File: config.mk
export PLATFORM = sky130hd
export DESIGN_NAME = dcms_queue
export DESIGN_NICKNAME = d
export VERILOG_FILES = /design/src/dcms_pkg.sv /design/src/dcms_queue.sv
export SDC_FILE = /design/constraint.sdc
export NUM_CORES = 1
export LEC_CHECK = 0
export BUFFER_PORTS_ARGS = -buffer_cell sky130_fd_sc_hd__buf_2
export CAP_MARGIN = 0
export CORE_AREA = 5 5 374 376
export CTS_CLUSTER_SIZE = 14
export DETAILED_ROUTE_END_ITERATION = 8
export DIE_AREA = 0 0 379 381
export SYNTH_ARGS = -nofsm -noshare
export SYNTH_HDL_FRONTEND = slang
export SYNTH_SLANG_ARGS = --single-unit
File: constraint.sdc
create_clock -name clock -period 16.6 [get_ports clock]
set_input_delay 1.66 -clock clock [delete_from_list [all_inputs] [get_ports clock]]
set_output_delay 1.66 -clock clock [all_outputs]
set_load 0.05 [all_outputs]
File: src/dcms_pkg.sv
// ---------------------------------------------------------------------------
// dcms_pkg: shared types, constants and operation program
// Grid geometry, history word layout, job record handed from front to back,
// configuration record, and the operation list run by the arithmetic back end.
// ---------------------------------------------------------------------------
package dcms_pkg;

   localparam int COL_LEN = 64;
   localparam int COL_CNT = 64;
   localparam int VAL_W   = 32;
   localparam int FRAC_W  = 16;
   localparam int ROW_W   = $clog2(COL_LEN);
   localparam int COL_W   = $clog2(COL_CNT + 1);

   localparam int Q_DEPTH = 2;
   localparam int Q_PTR_W = (Q_DEPTH > 1) ? $clog2(Q_DEPTH) : 1;
   localparam int Q_CNT_W = $clog2(Q_DEPTH + 1);

   localparam int PROG_LEN  = 112;
   localparam int PC_W      = $clog2(PROG_LEN);
   localparam int TMP_DEPTH = 16;
   localparam int TMP_AW    = $clog2(TMP_DEPTH);

   localparam int CSR_IDX_W = 3;
   localparam logic [CSR_IDX_W-1:0] CSR_INV_RE  = 3'd0;
   localparam logic [CSR_IDX_W-1:0] CSR_DT      = 3'd1;
   localparam logic [CSR_IDX_W-1:0] CSR_INV_DX  = 3'd2;
   localparam logic [CSR_IDX_W-1:0] CSR_INV_DY  = 3'd3;
   localparam logic [CSR_IDX_W-1:0] CSR_ALPHA   = 3'd4;
   localparam logic [CSR_IDX_W-1:0] CSR_GX      = 3'd5;
   localparam logic [CSR_IDX_W-1:0] CSR_GY      = 3'd6;
   localparam logic [CSR_IDX_W-1:0] CSR_BETA    = 3'd7;

   typedef logic signed [VAL_W-1:0] value_type;

   typedef struct packed {
      value_type   u_new;
      value_type   v_new;
      value_type   t_new;
      logic [1:0]  m_new;
      value_type   u_old;
      value_type   v_old;
   } hist_word_type;

   typedef struct packed {
      value_type u_c;
      value_type v_c;
      value_type t_c;
      value_type u_n;
      value_type v_n;
      value_type t_n;
      value_type u_s;
      value_type v_s;
      value_type v_se;
      value_type u_w;
      value_type v_w;
      value_type u_nw;
      value_type u_e;
      value_type v_e;
      value_type t_e;
      logic      f_upd;
      logic      g_upd;
      logic      done;
   } job_type;

   typedef struct packed {
      logic [30:0]  inv_re;
      logic [30:0]  dt;
      logic [30:0]  inv_dx;
      logic [30:0]  inv_dy;
      logic [16:0]  alpha;
      value_type    gx;
      value_type    gy;
      value_type    beta;
   } cfg_type;

   typedef enum logic [2:0] {
      OP_ADD, OP_SUB, OP_ABS, OP_MUL, OP_SHR2, OP_SHR1
   } op_kind_type;

   // codes below SRC_FIXED_BASE live in the scratch memory
   localparam logic [5:0] SRC_FIXED_BASE = 6'd16;

   typedef enum logic [5:0] {
      R_A = 6'd0, R_B = 6'd1, R_P = 6'd2, R_Q = 6'd3, R_D1 = 6'd4, R_D2 = 6'd5,
      R_CX = 6'd6, R_CY = 6'd7, R_S0 = 6'd8, R_S1 = 6'd9, R_S2 = 6'd10, R_S3 = 6'd11,
      R_FR = 6'd12, R_GR = 6'd13,
      S_UC = 6'd16, S_VC = 6'd17, S_TC = 6'd18, S_UN = 6'd19, S_VN = 6'd20,
      S_TN = 6'd21, S_US = 6'd22, S_VS = 6'd23, S_VSE = 6'd24, S_UW = 6'd25,
      S_VW = 6'd26, S_UNW = 6'd27, S_UE = 6'd28, S_VE = 6'd29, S_TE = 6'd30,
      S_RE = 6'd31, S_DT = 6'd32, S_IDX = 6'd33, S_IDY = 6'd34, S_ALPHA = 6'd35,
      S_GX = 6'd36, S_GY = 6'd37, S_BETA = 6'd38
   } src_type;

   typedef struct packed {
      op_kind_type kind;
      src_type     dst;
      src_type     a;
      src_type     b;
   } op_type;

   function automatic op_type mk(input op_kind_type k, input src_type d,
                                 input src_type a, input src_type b);
      op_type o;
      o.kind = k;
      o.dst  = d;
      o.a    = a;
      o.b    = b;
      return o;
   endfunction

   // donor-cell convective term, result into dst
   function automatic op_type conv_step(input int k, input src_type dst, input src_type idl,
                                        input src_type pa, input src_type qa,
                                        input src_type pb, input src_type qb,
                                        input src_type da, input src_type db);
      op_type o;
      case (k)
         0:       o = mk(OP_MUL,  R_S0, pa, qa);
         1:       o = mk(OP_MUL,  R_S1, pb, qb);
         2:       o = mk(OP_SUB,  R_S0, R_S0, R_S1);
         3:       o = mk(OP_ABS,  R_S1, pa, pa);
         4:       o = mk(OP_MUL,  R_S1, R_S1, da);
         5:       o = mk(OP_ABS,  R_S2, pb, pb);
         6:       o = mk(OP_MUL,  R_S2, R_S2, db);
         7:       o = mk(OP_SUB,  R_S1, R_S1, R_S2);
         8:       o = mk(OP_MUL,  R_S1, S_ALPHA, R_S1);
         9:       o = mk(OP_ADD,  R_S0, R_S0, R_S1);
         10:      o = mk(OP_SHR2, R_S0, R_S0, R_S0);
         default: o = mk(OP_MUL,  dst, idl, R_S0);
      endcase
      return o;
   endfunction

   // diffusion, convection, gravity and buoyancy into dst
   function automatic op_type mom_step(input int k, input src_type dst, input src_type c,
                                       input src_type w, input src_type e,
                                       input src_type s, input src_type n,
                                       input src_type g, input src_type t0,
                                       input src_type t1);
      op_type o;
      case (k)
         0:       o = mk(OP_ADD,  R_S0, c, c);
         1:       o = mk(OP_SUB,  R_S1, w, R_S0);
         2:       o = mk(OP_ADD,  R_S1, R_S1, e);
         3:       o = mk(OP_SUB,  R_S2, s, R_S0);
         4:       o = mk(OP_ADD,  R_S2, R_S2, n);
         5:       o = mk(OP_MUL,  R_S3, S_IDX, S_IDX);
         6:       o = mk(OP_MUL,  R_S1, R_S1, R_S3);
         7:       o = mk(OP_MUL,  R_S3, S_IDY, S_IDY);
         8:       o = mk(OP_MUL,  R_S2, R_S2, R_S3);
         9:       o = mk(OP_ADD,  R_S1, R_S1, R_S2);
         10:      o = mk(OP_MUL,  R_S1, S_RE, R_S1);
         11:      o = mk(OP_SUB,  R_S1, R_S1, R_CX);
         12:      o = mk(OP_SUB,  R_S1, R_S1, R_CY);
         13:      o = mk(OP_ADD,  R_S1, R_S1, g);
         14:      o = mk(OP_MUL,  R_S1, S_DT, R_S1);
         15:      o = mk(OP_ADD,  R_S1, c, R_S1);
         16:      o = mk(OP_MUL,  R_S2, g, S_BETA);
         17:      o = mk(OP_MUL,  R_S2, R_S2, S_DT);
         18:      o = mk(OP_ADD,  R_S3, t0, t1);
         19:      o = mk(OP_MUL,  R_S2, R_S2, R_S3);
         20:      o = mk(OP_SHR1, R_S2, R_S2, R_S2);
         default: o = mk(OP_SUB,  dst, R_S1, R_S2);
      endcase
      return o;
   endfunction

   // F program then G program
   function automatic op_type prog_op(input logic [PC_W-1:0] pc);
      int k;
      op_type o;
      k = int'(pc);
      if (k < 4) begin
         case (k)
            0:       o = mk(OP_ADD, R_A,  S_UE, S_UC);
            1:       o = mk(OP_ADD, R_B,  S_UW, S_UC);
            2:       o = mk(OP_SUB, R_D1, S_UC, S_UE);
            default: o = mk(OP_SUB, R_D2, S_UW, S_UC);
         endcase
      end else if (k < 16) begin
         o = conv_step(k - 4, R_CX, S_IDX, R_A, R_A, R_B, R_B, R_D1, R_D2);
      end else if (k < 22) begin
         case (k - 16)
            0:       o = mk(OP_ADD, R_A,  S_VC, S_VE);
            1:       o = mk(OP_ADD, R_B,  S_VS, S_VSE);
            2:       o = mk(OP_ADD, R_P,  S_UC, S_UN);
            3:       o = mk(OP_ADD, R_Q,  S_US, S_UC);
            4:       o = mk(OP_SUB, R_D1, S_UC, S_UN);
            default: o = mk(OP_SUB, R_D2, S_US, S_UC);
         endcase
      end else if (k < 34) begin
         o = conv_step(k - 22, R_CY, S_IDY, R_A, R_P, R_B, R_Q, R_D1, R_D2);
      end else if (k < 56) begin
         o = mom_step(k - 34, R_FR, S_UC, S_UW, S_UE, S_US, S_UN, S_GX, S_TC, S_TE);
      end else if (k < 62) begin
         case (k - 56)
            0:       o = mk(OP_ADD, R_A,  S_UC, S_UN);
            1:       o = mk(OP_ADD, R_B,  S_UW, S_UNW);
            2:       o = mk(OP_ADD, R_P,  S_VC, S_VE);
            3:       o = mk(OP_ADD, R_Q,  S_VW, S_VC);
            4:       o = mk(OP_SUB, R_D1, S_VC, S_VE);
            default: o = mk(OP_SUB, R_D2, S_VW, S_VC);
         endcase
      end else if (k < 74) begin
         o = conv_step(k - 62, R_CX, S_IDX, R_A, R_P, R_B, R_Q, R_D1, R_D2);
      end else if (k < 78) begin
         case (k - 74)
            0:       o = mk(OP_ADD, R_A,  S_VC, S_VN);
            1:       o = mk(OP_ADD, R_B,  S_VS, S_VC);
            2:       o = mk(OP_SUB, R_D1, S_VC, S_VN);
            default: o = mk(OP_SUB, R_D2, S_VS, S_VC);
         endcase
      end else if (k < 90) begin
         o = conv_step(k - 78, R_CY, S_IDY, R_A, R_A, R_B, R_B, R_D1, R_D2);
      end else begin
         o = mom_step(k - 90, R_GR, S_VC, S_VW, S_VE, S_VS, S_VN, S_GY, S_TC, S_TN);
      end
      return o;
   endfunction

endpackage

File: src/dcms_queue.sv
// ---------------------------------------------------------------------------
// dcms_queue: job queue between front and back
// Small register queue so intake and arithmetic stall independently.
// ---------------------------------------------------------------------------
module dcms_queue import dcms_pkg::*; (
   input  logic     clock,
   input  logic     reset,
   input  logic     push_valid,
   output logic     push_ready,
   input  job_type  push_data,
   output logic     pop_valid,
   input  logic     pop,
   output job_type  head
);

   job_type                 slots [Q_DEPTH];
   logic [Q_PTR_W-1:0]      wr_ptr_ff, rd_ptr_ff;
   logic [Q_CNT_W-1:0]      cnt_ff;
   logic                    do_push, do_pop;

   assign push_ready = (cnt_ff != Q_CNT_W'(Q_DEPTH));
   assign pop_valid  = (cnt_ff != '0);
   assign head       = slots[rd_ptr_ff];
   assign do_push    = push_valid && push_ready;
   assign do_pop     = pop && pop_valid;

   always_ff @(posedge clock) begin
      if (do_push) slots[wr_ptr_ff] <= push_data;
   end

   always_ff @(posedge clock) begin
      if (reset) begin
         wr_ptr_ff <= '0;
         rd_ptr_ff <= '0;
         cnt_ff    <= '0;
      end else begin
         if (do_push)
            wr_ptr_ff <= (wr_ptr_ff == Q_PTR_W'(Q_DEPTH - 1)) ? '0 : wr_ptr_ff + Q_PTR_W'(1);
         if (do_pop)
            rd_ptr_ff <= (rd_ptr_ff == Q_PTR_W'(Q_DEPTH - 1)) ? '0 : rd_ptr_ff + Q_PTR_W'(1);
         if (do_push && !do_pop) cnt_ff <= cnt_ff + Q_CNT_W'(1);
         else if (do_pop && !do_push) cnt_ff <= cnt_ff - Q_CNT_W'(1);
      end
   end

endmodule

==> After elaboration in Yosys (flattened, before gate mapping) <==
Memory sizes are Yosys's and may differ from the RTL's. A register that Yosys moved wholly into a read port is not among the register bits.
Cells that the tools add are included.
{ "totals": {"reg_bits": 4, "latchBits": 0, "ramBits": 966, "mem_bits_ro": 0, "out_inout_bits": 485, "memories": 1} }
{ "memory_table": {"columns": ["memory", "depth", "word_bits", "rd", "rd_ports_with_merged_regs", "write_ports", "line", "source"], "rows": [
  ["slots", 2, 483, 1, 1, 1, "dcms_queue.sv:16", "job_type slots [Q_DEPTH];"]
]} }
{ "classes": {"addsub": 4, "mul": 0, "div_mod_pow": 0, "order_cmp": 0, "n_eq_ne": 1, "n_shift": 0, "muxes": 8, "bitwise": 0, "n_reduce_logical": 8} }
{ "op_table": {"columns": ["operator", "n"], "rows": [
  ["2-to-1 mux 1 bit", 6],
  ["logical AND 1 bit", 4],
  ["2-to-1 mux 2 bit", 2],
  ["nonzero test 2 bit", 2],
  ["adder 1 bit, second input constant", 2],
  ["adder 2 x 1 -> 2 bit, second input constant", 1],
  ["logical NOT 1 bit", 2],
  ["inequality test 2 bit, second input constant", 1],
  ["subtractor 2 x 1 -> 2 bit, second input constant", 1]
]} }

==> Longest topological paths before layout <==
Gate-level depths: netlist (run 1).
{ "depth": {"word_depth": 6, "mapped_depth": 6} }

==> Worst setup path after synthesis (run 1) <==
No wires, ideal clock.
{ "synth_path": {"path_kind": "input-to-reg", "startpoint": "in push_valid", "endpoint": "mem slots[1][0] in the netlist's numbering (enable)", "setup_time_ns": 0.913, "arrival_time_ns": 12.656, "setup_slack_ns": 3.031, "path_stages": 1, "cell_sequence": "and3_1"} }
{ "synth_via": {"elab_chain_len": 3} }
{ "synth_lines": {"columns": ["element", "line", "source"], "rows": [
  ["from (decl)", "dcms_queue.sv:8", "input logic push_valid,"],
  ["logical AND 1 bit", "dcms_queue.sv:24", "assign do_push = push_valid && push_ready;"],
  ["2-to-1 mux 1 bit", "dcms_queue.sv:28", "if (do_push) slots[wr_ptr_ff] <= push_data;"],
  ["2-to-1 mux 1 bit (not written as such)", "dcms_queue.sv:28", null],
  ["to (decl)", "dcms_queue.sv:16", null]
]} }
No other way between the ends.

==> metrics.txt, run 1 <==
status=finished clean; Pre-antenna DRT Iters=5; Switch Pwr=roughly 3.2 mW; Post-synth ARST share=0; # rows=136; hold crit path type=reg -> reg; Setup crit end kind=primary output; Total Power=about 8.4 mW; pin count of the biggest net entering global routing=119; I/O Buffers=971; FF+latch area=0.0291 mm2; final WL=100000 um; DRC viols=0; Final min period=6.23 ns; proportion of layout cells with a drive suffix above 1=0.613; final hold vios=0; routed vias/inst=4.16; Netlist Area Pre-Place=0.0375 mm2; Core Area=0.136 mm2; ratio of final minimum period to clock period=0.375; Die Y=between 300 and 400 um; grt ovf=0; Req. time, crit path=14.94 ns; initial detailed-routing violation count=between 1000 and 1500; Area Growth Syn to Fin=25.6%; Final setup viols=0; Ys Warns=0; Switching Share=0.374; multi-input combinational cell area=around 0.0073 mm2; initial core utilization=0.274; Leak=18.0 nW; Post-CTS Hold Buffers=0; buffer count from post-CTS setup fixing=0; EDFF count, synth=a little under 1000; Arrival @ worst endpoint=4.57 ns; Reg power frac=0.376; P_int=5.27 mW; Detailed Place HPWL=72700 um; CP Max Fanout=60; Worst setup SP type=register; synthesized area per cell=approximately 25 um2; Die X=379 um; Final Skew=0.0327 ns; Via Count=18591; most frequent cells in the layout=buf_2, edfxtp_1, mux2_4; Slew HR=0.277; # Max-Cap Violations=0; Seq/Total Area, Yosys=0.777; Ports=972; Comb power frac=0.363; CTS tree=yes; Wirelength per Cell=about 22 um; Worst VDD drop=approximately 0.00017 V; fmax=about 0.16 GHz; count of cell types in the netlist=21; global-route usage over all layers=0.131; die area=0.144 mm2; Post-synth top flop=edfxtp_1; initial antenna violation count=62; GP Congestion=0.821; Gate Count Post-Synth=1527; CTS Buffer Depth=3; CTS Buf Count=100; nets=3055; clk root buf=clkbuf_16; CTS H-Tree Depth=3; Power Dens Cells=179 mW/mm2; RSZ-0062 raised after global routing=false; critical path class=reg -> out; clk_lat worst skew=0.69 ns; clock power share=0.261; commonest non-fill, non-tap cell in the layout=buf_2; count of pins over their slew limit=0; Clock transition at path regs=0.06 ns; vias in the first global route=19201; post-CTS sizing=0; global-route wire length before repair=137000 um; Routed Antenna Nets=0; Tightest Pin Transition=roughly 1.1 ns; Mapped Nets=2015; fillers=12947; CTS Sinks=971; setup tns final=0 ns; Yosys reg bits=971
-- synth_stat cells, types with 2 or more instances --
master	n	share of area
dfxtp_1	5	0.0027
edfxtp_1	966	0.77
xor2_1	3	0.00070
mux2_4	470	0.19
buf_8	8	0.0032
nor2_1	3	0.00030
mux2_2	13	0.0039
o21ai_0	2	0.00027
a21oi_1	2	0.00027
buf_12	44	0.024
-- cell families (layout without fill, tap and decap cells) --
group                      Yosys count  in the layout  synth area share
and+or+nand+nor                      9              9           0.00134
DFF                                971            971             0.777
muxes                              483            483             0.192
other                                0             21                 0
buffers and inverters               55           1179            0.0273
xor gates and xnor gates             3              3          0.000702
adders and majority gates            1              1          0.000334
AOI/OAI and AO/OA                    5              5          0.000802
-- metrics by stage --
stage	hold WS [ns]	util	cell area [um2]	instances	worst slack [ns]
after global placement	0.486	0.320	43700	4259	10.45
after floorplan	0.471	-	37500	1527	3.03
after global routing	0.543	0.345	47000	4459	10.09
after detailed placement	0.492	0.320	43700	4259	10.48
after CTS	0.513	0.344	47000	4445	10.19
final	0.517	0.345	47000	4466	10.37
-- final timing paths --
kind | startpoint | to | slack [ns] | cells after the start
worst max-delay path | register | head[462] | 10.37 | 5
worst min-delay path | rd_ptr_ff$_SDFFE_PP0P_ | rd_ptr_ff$_SDFFE_PP0P_ | 0.52 | 2
worst max register to register | cnt_ff[0]$_SDFFE_PP0P_ | slots[1][130]$_DFFE_PP_ | 11.64 | 6
worst min register to register | rd_ptr_ff$_SDFFE_PP0P_ | rd_ptr_ff$_SDFFE_PP0P_ | 0.52 | 2
-- worst max-delay path, cell delays in order, from the launching register on --
cell and delay, ns:
dfxtp_4 0.78, buf_4 0.80, buf_4 0.61, buf_4 0.90
mux2_2 0.41, buf_2 0.21
-- power by group through the flow --
| stage | Combinational, mW | Sequential, mW | Clock, mW |
|---|---|---|---|
| floorplan | 2.57 | 3.34 | 0 |
| global placement | 3.08 | 3.21 | 0 |
| detailed placement | 3.09 | 3.21 | 0 |
| CTS | 3.10 | 3.17 | 2.27 |
| global route | 3.17 | 3.19 | 2.37 |
| finish | 3.06 | 3.16 | 2.20 |
-- metal layers --
metal | up-vias | GRT usage | wire [um] | share of wire
met5 | - | 0 | 157 | 0.0016
met4 | 24 | 0.0436 | 2380 | 0.024
met3 | 176 | 0.0533 | 9670 | 0.096
met2 | 852 | 0.227 | 50200 | 0.50
met1 | 9310 | 0.147 | 38000 | 0.38
li1 | 8229 | - | - | -
-- area by class of cell --
cell class | instances | share of cell area
timing repair buffer | 992 | 0.107
clock inverter | 65 | 0.0132
clock buffer | 121 | 0.0558
tap | 1794 | 0.0477
multi-input combinational | 501 | 0.156
antenna | 21 | 0.00112
sequential | 971 | 0.619
inverter | 1 | 0.000239
-- flip-flops by register name (all words and copies together), names as in the netlist, named ones only --
signal / cells
wr_ptr_ff: 1
rd_ptr_ff: 1
slots: 966
cnt_ff: 2
Note: power is estimated with default switching activity, not from simulation.
==> inputs of run 2 (changes only) <==
CORE_AREA = 5 5 371 373   (was 5 5 374 376)
DIE_AREA = 0 0 376 378   (was 0 0 379 381)
clock period = 5.1 ns   (was 16.6 ns; I/O delays follow)
==> metrics.txt, run 2 (synthesis gave the netlist of run 1 again) <==
initial antenna violation count=30; Final setup viols=0; hold crit path type=in -> reg; Cell Area, Placed=0.0441 mm2; Total Power=27.9 mW; count of pins over their slew limit=0; post-route cell area=~0.052 mm2; Placement Setup Slack=between 2 and 2.5 ns; commonest non-fill, non-tap cell in the layout=buf_2; Final min period=3.40 ns; initial core utilization=0.279; Leak=20.2 nW; CTS Sinks=approximately 1000; final WL=approximately 100000 um; Slew HR=0.360; fillers=12321; initial detailed-routing violation count=916; vias in the first global route=21952; CTS Buf Count=approximately 100; Ports=972; r2r startpoint=cnt_ff[1]$_SDFFE_PP0P_; Clock transition at path regs=0.06 ns; Core Area=between 0.1 and 0.15 mm2; RSZ-0062 raised after global routing=false; hold_sp=push_data[100]; Worst Hold End=slots[1][100]$_DFFE_PP_; Power Dens Cells=534 mW/mm2; status=finished clean; most frequent cells in the layout=buf_2, edfxtp_1, dlygate4sd3_1; die area=0.142 mm2; CP Max Fanout=39; # Max-Cap Violations=0; Wirelength per Cell=around 20 um; critical path class=reg -> out; Detailed Place HPWL=72600 um; Area Growth Syn to Fin=39.2%; nets=3559; Die Y=between 300 and 400 um; CTS H-Tree Depth=3; Worst setup SP type=register; largest registers=slots: 966 flops, cnt_ff: 2 flops; grt ovf=0; global-route wire length before repair=143000 um; Final Skew=0.0242 ns; clk_lat worst skew=0.70 ns; worst hold slack=slightly below 0.09 ns; I/O Buffers=roughly 970; pin count of the biggest net entering global routing=136; Setup crit end kind=primary output; Tightest Pin Transition=0.959 ns; final core utilization=0.388; Via Count=20187; final hold vios=0; # rows=135; R2R setup slack=2.53 ns; CTS tree=yes; reg2reg path depth=4; Req. time, crit path=approximately 4.6 ns; multi-input combinational cell area=between 0.007 and 0.008 mm2; end of the worst register-to-register path=slots[0][315]$_DFFE_PP_; Die X=about 380 um; FF+latch area=0.0291 mm2; most flop-heavy register=slots; fmax=between 0.2 and 0.3 GHz; Pre-antenna DRT Iters=4; max reg flops=966; Final WS setup=1.70 ns; clk root buf=clkbuf_16; GP Congestion=0.782; Worst VDD drop=between 0.0003 and 0.0004 V; Min-Delay Path Depth=1; Routed Antenna Nets=0; global-route usage over all layers=0.136; Arrival @ worst endpoint=2.89 ns; DRC viols=0; CTS Buffer Depth=3; proportion of layout cells with a drive suffix above 1=0.526; routed vias/inst=4.07; ratio of final minimum period to clock period=0.666
run 2: cell types whose count changed in the layout (fill, tap and decap cells not counted), moves of 5 or more:
cell,change
buf_12,+9
buf_4,+21
clkinv_1,-5
dlygate4sd3_1,+471
run 2: power breakdown:
group / total (mW) / switching (mW) / internal [mW] / leakage (nW)
Clock: 7.26 / 3.09 / 4.17 / 1.61
Sequential: 10.3 / 0.313 / 9.97 / 9.06
Combinational: 10.3 / 6.99 / 3.33 / 9.55
run 2: metrics by stage:
stage | setup TNS [ns] | instances
2_1_floorplan | -2455.46 | 1527
3_3_place_gp | 0 | 4276
3_5_place_dp | 0 | 4276
4_1_cts | 0 | 4934
5_1_grt | 0 | 4953
6_report | 0 | 4957
run 2: worst max path at each step:
stage / depth (start not counted) / start / slack (ns) / end
6_report: 3 / register / 1.70 / head[74]
2_1_floorplan: 3 / cnt_ff[0]$_SDFFE_PP0P_ / -3.28 / slots[0][0]$_DFFE_PP_
3_5_place_dp: 3 / register / 2.36 / head[74]
3_3_place_gp: 3 / register / 2.37 / head[74]
5_1_grt: 3 / register / 1.57 / head[74]
4_1_cts: 3 / register / 1.56 / head[74]
run 2: per-layer routing:
layer	wire length (um)	vias to the layer above	global-route usage
met4	2690	2	0.0551
met5	10	-	0
met2	53300	704	0.241
li1	-	9251	-
met3	8620	148	0.0502
met1	37500	10082	0.146
run 2: layout make-up:
type / instances / area share
Clock buffer: 125 / 0.0514
Tap cell: 1781 / 0.0427
Antenna cell: 23 / 0.00110
Sequential cell: 971 / 0.559
Multi-Input combinational cell: 501 / 0.141
Clock inverter: 62 / 0.0117
Inverter: 1 / 0.000144
Timing Repair Buffer: 1493 / 0.194
run 2: what timing repair did:
item,4_1_cts,5_1_grt
buffers inserted,0,0
endpoints found under the hold margin,944,0
hold buffers,471,0
resized for setup,0,0
run 2: worst max-delay path, stage by stage (launching register included):
cell and delay (ns):
dfxtp_4 0.93, buf_4 0.63, mux2_4 0.37, buf_2 0.22
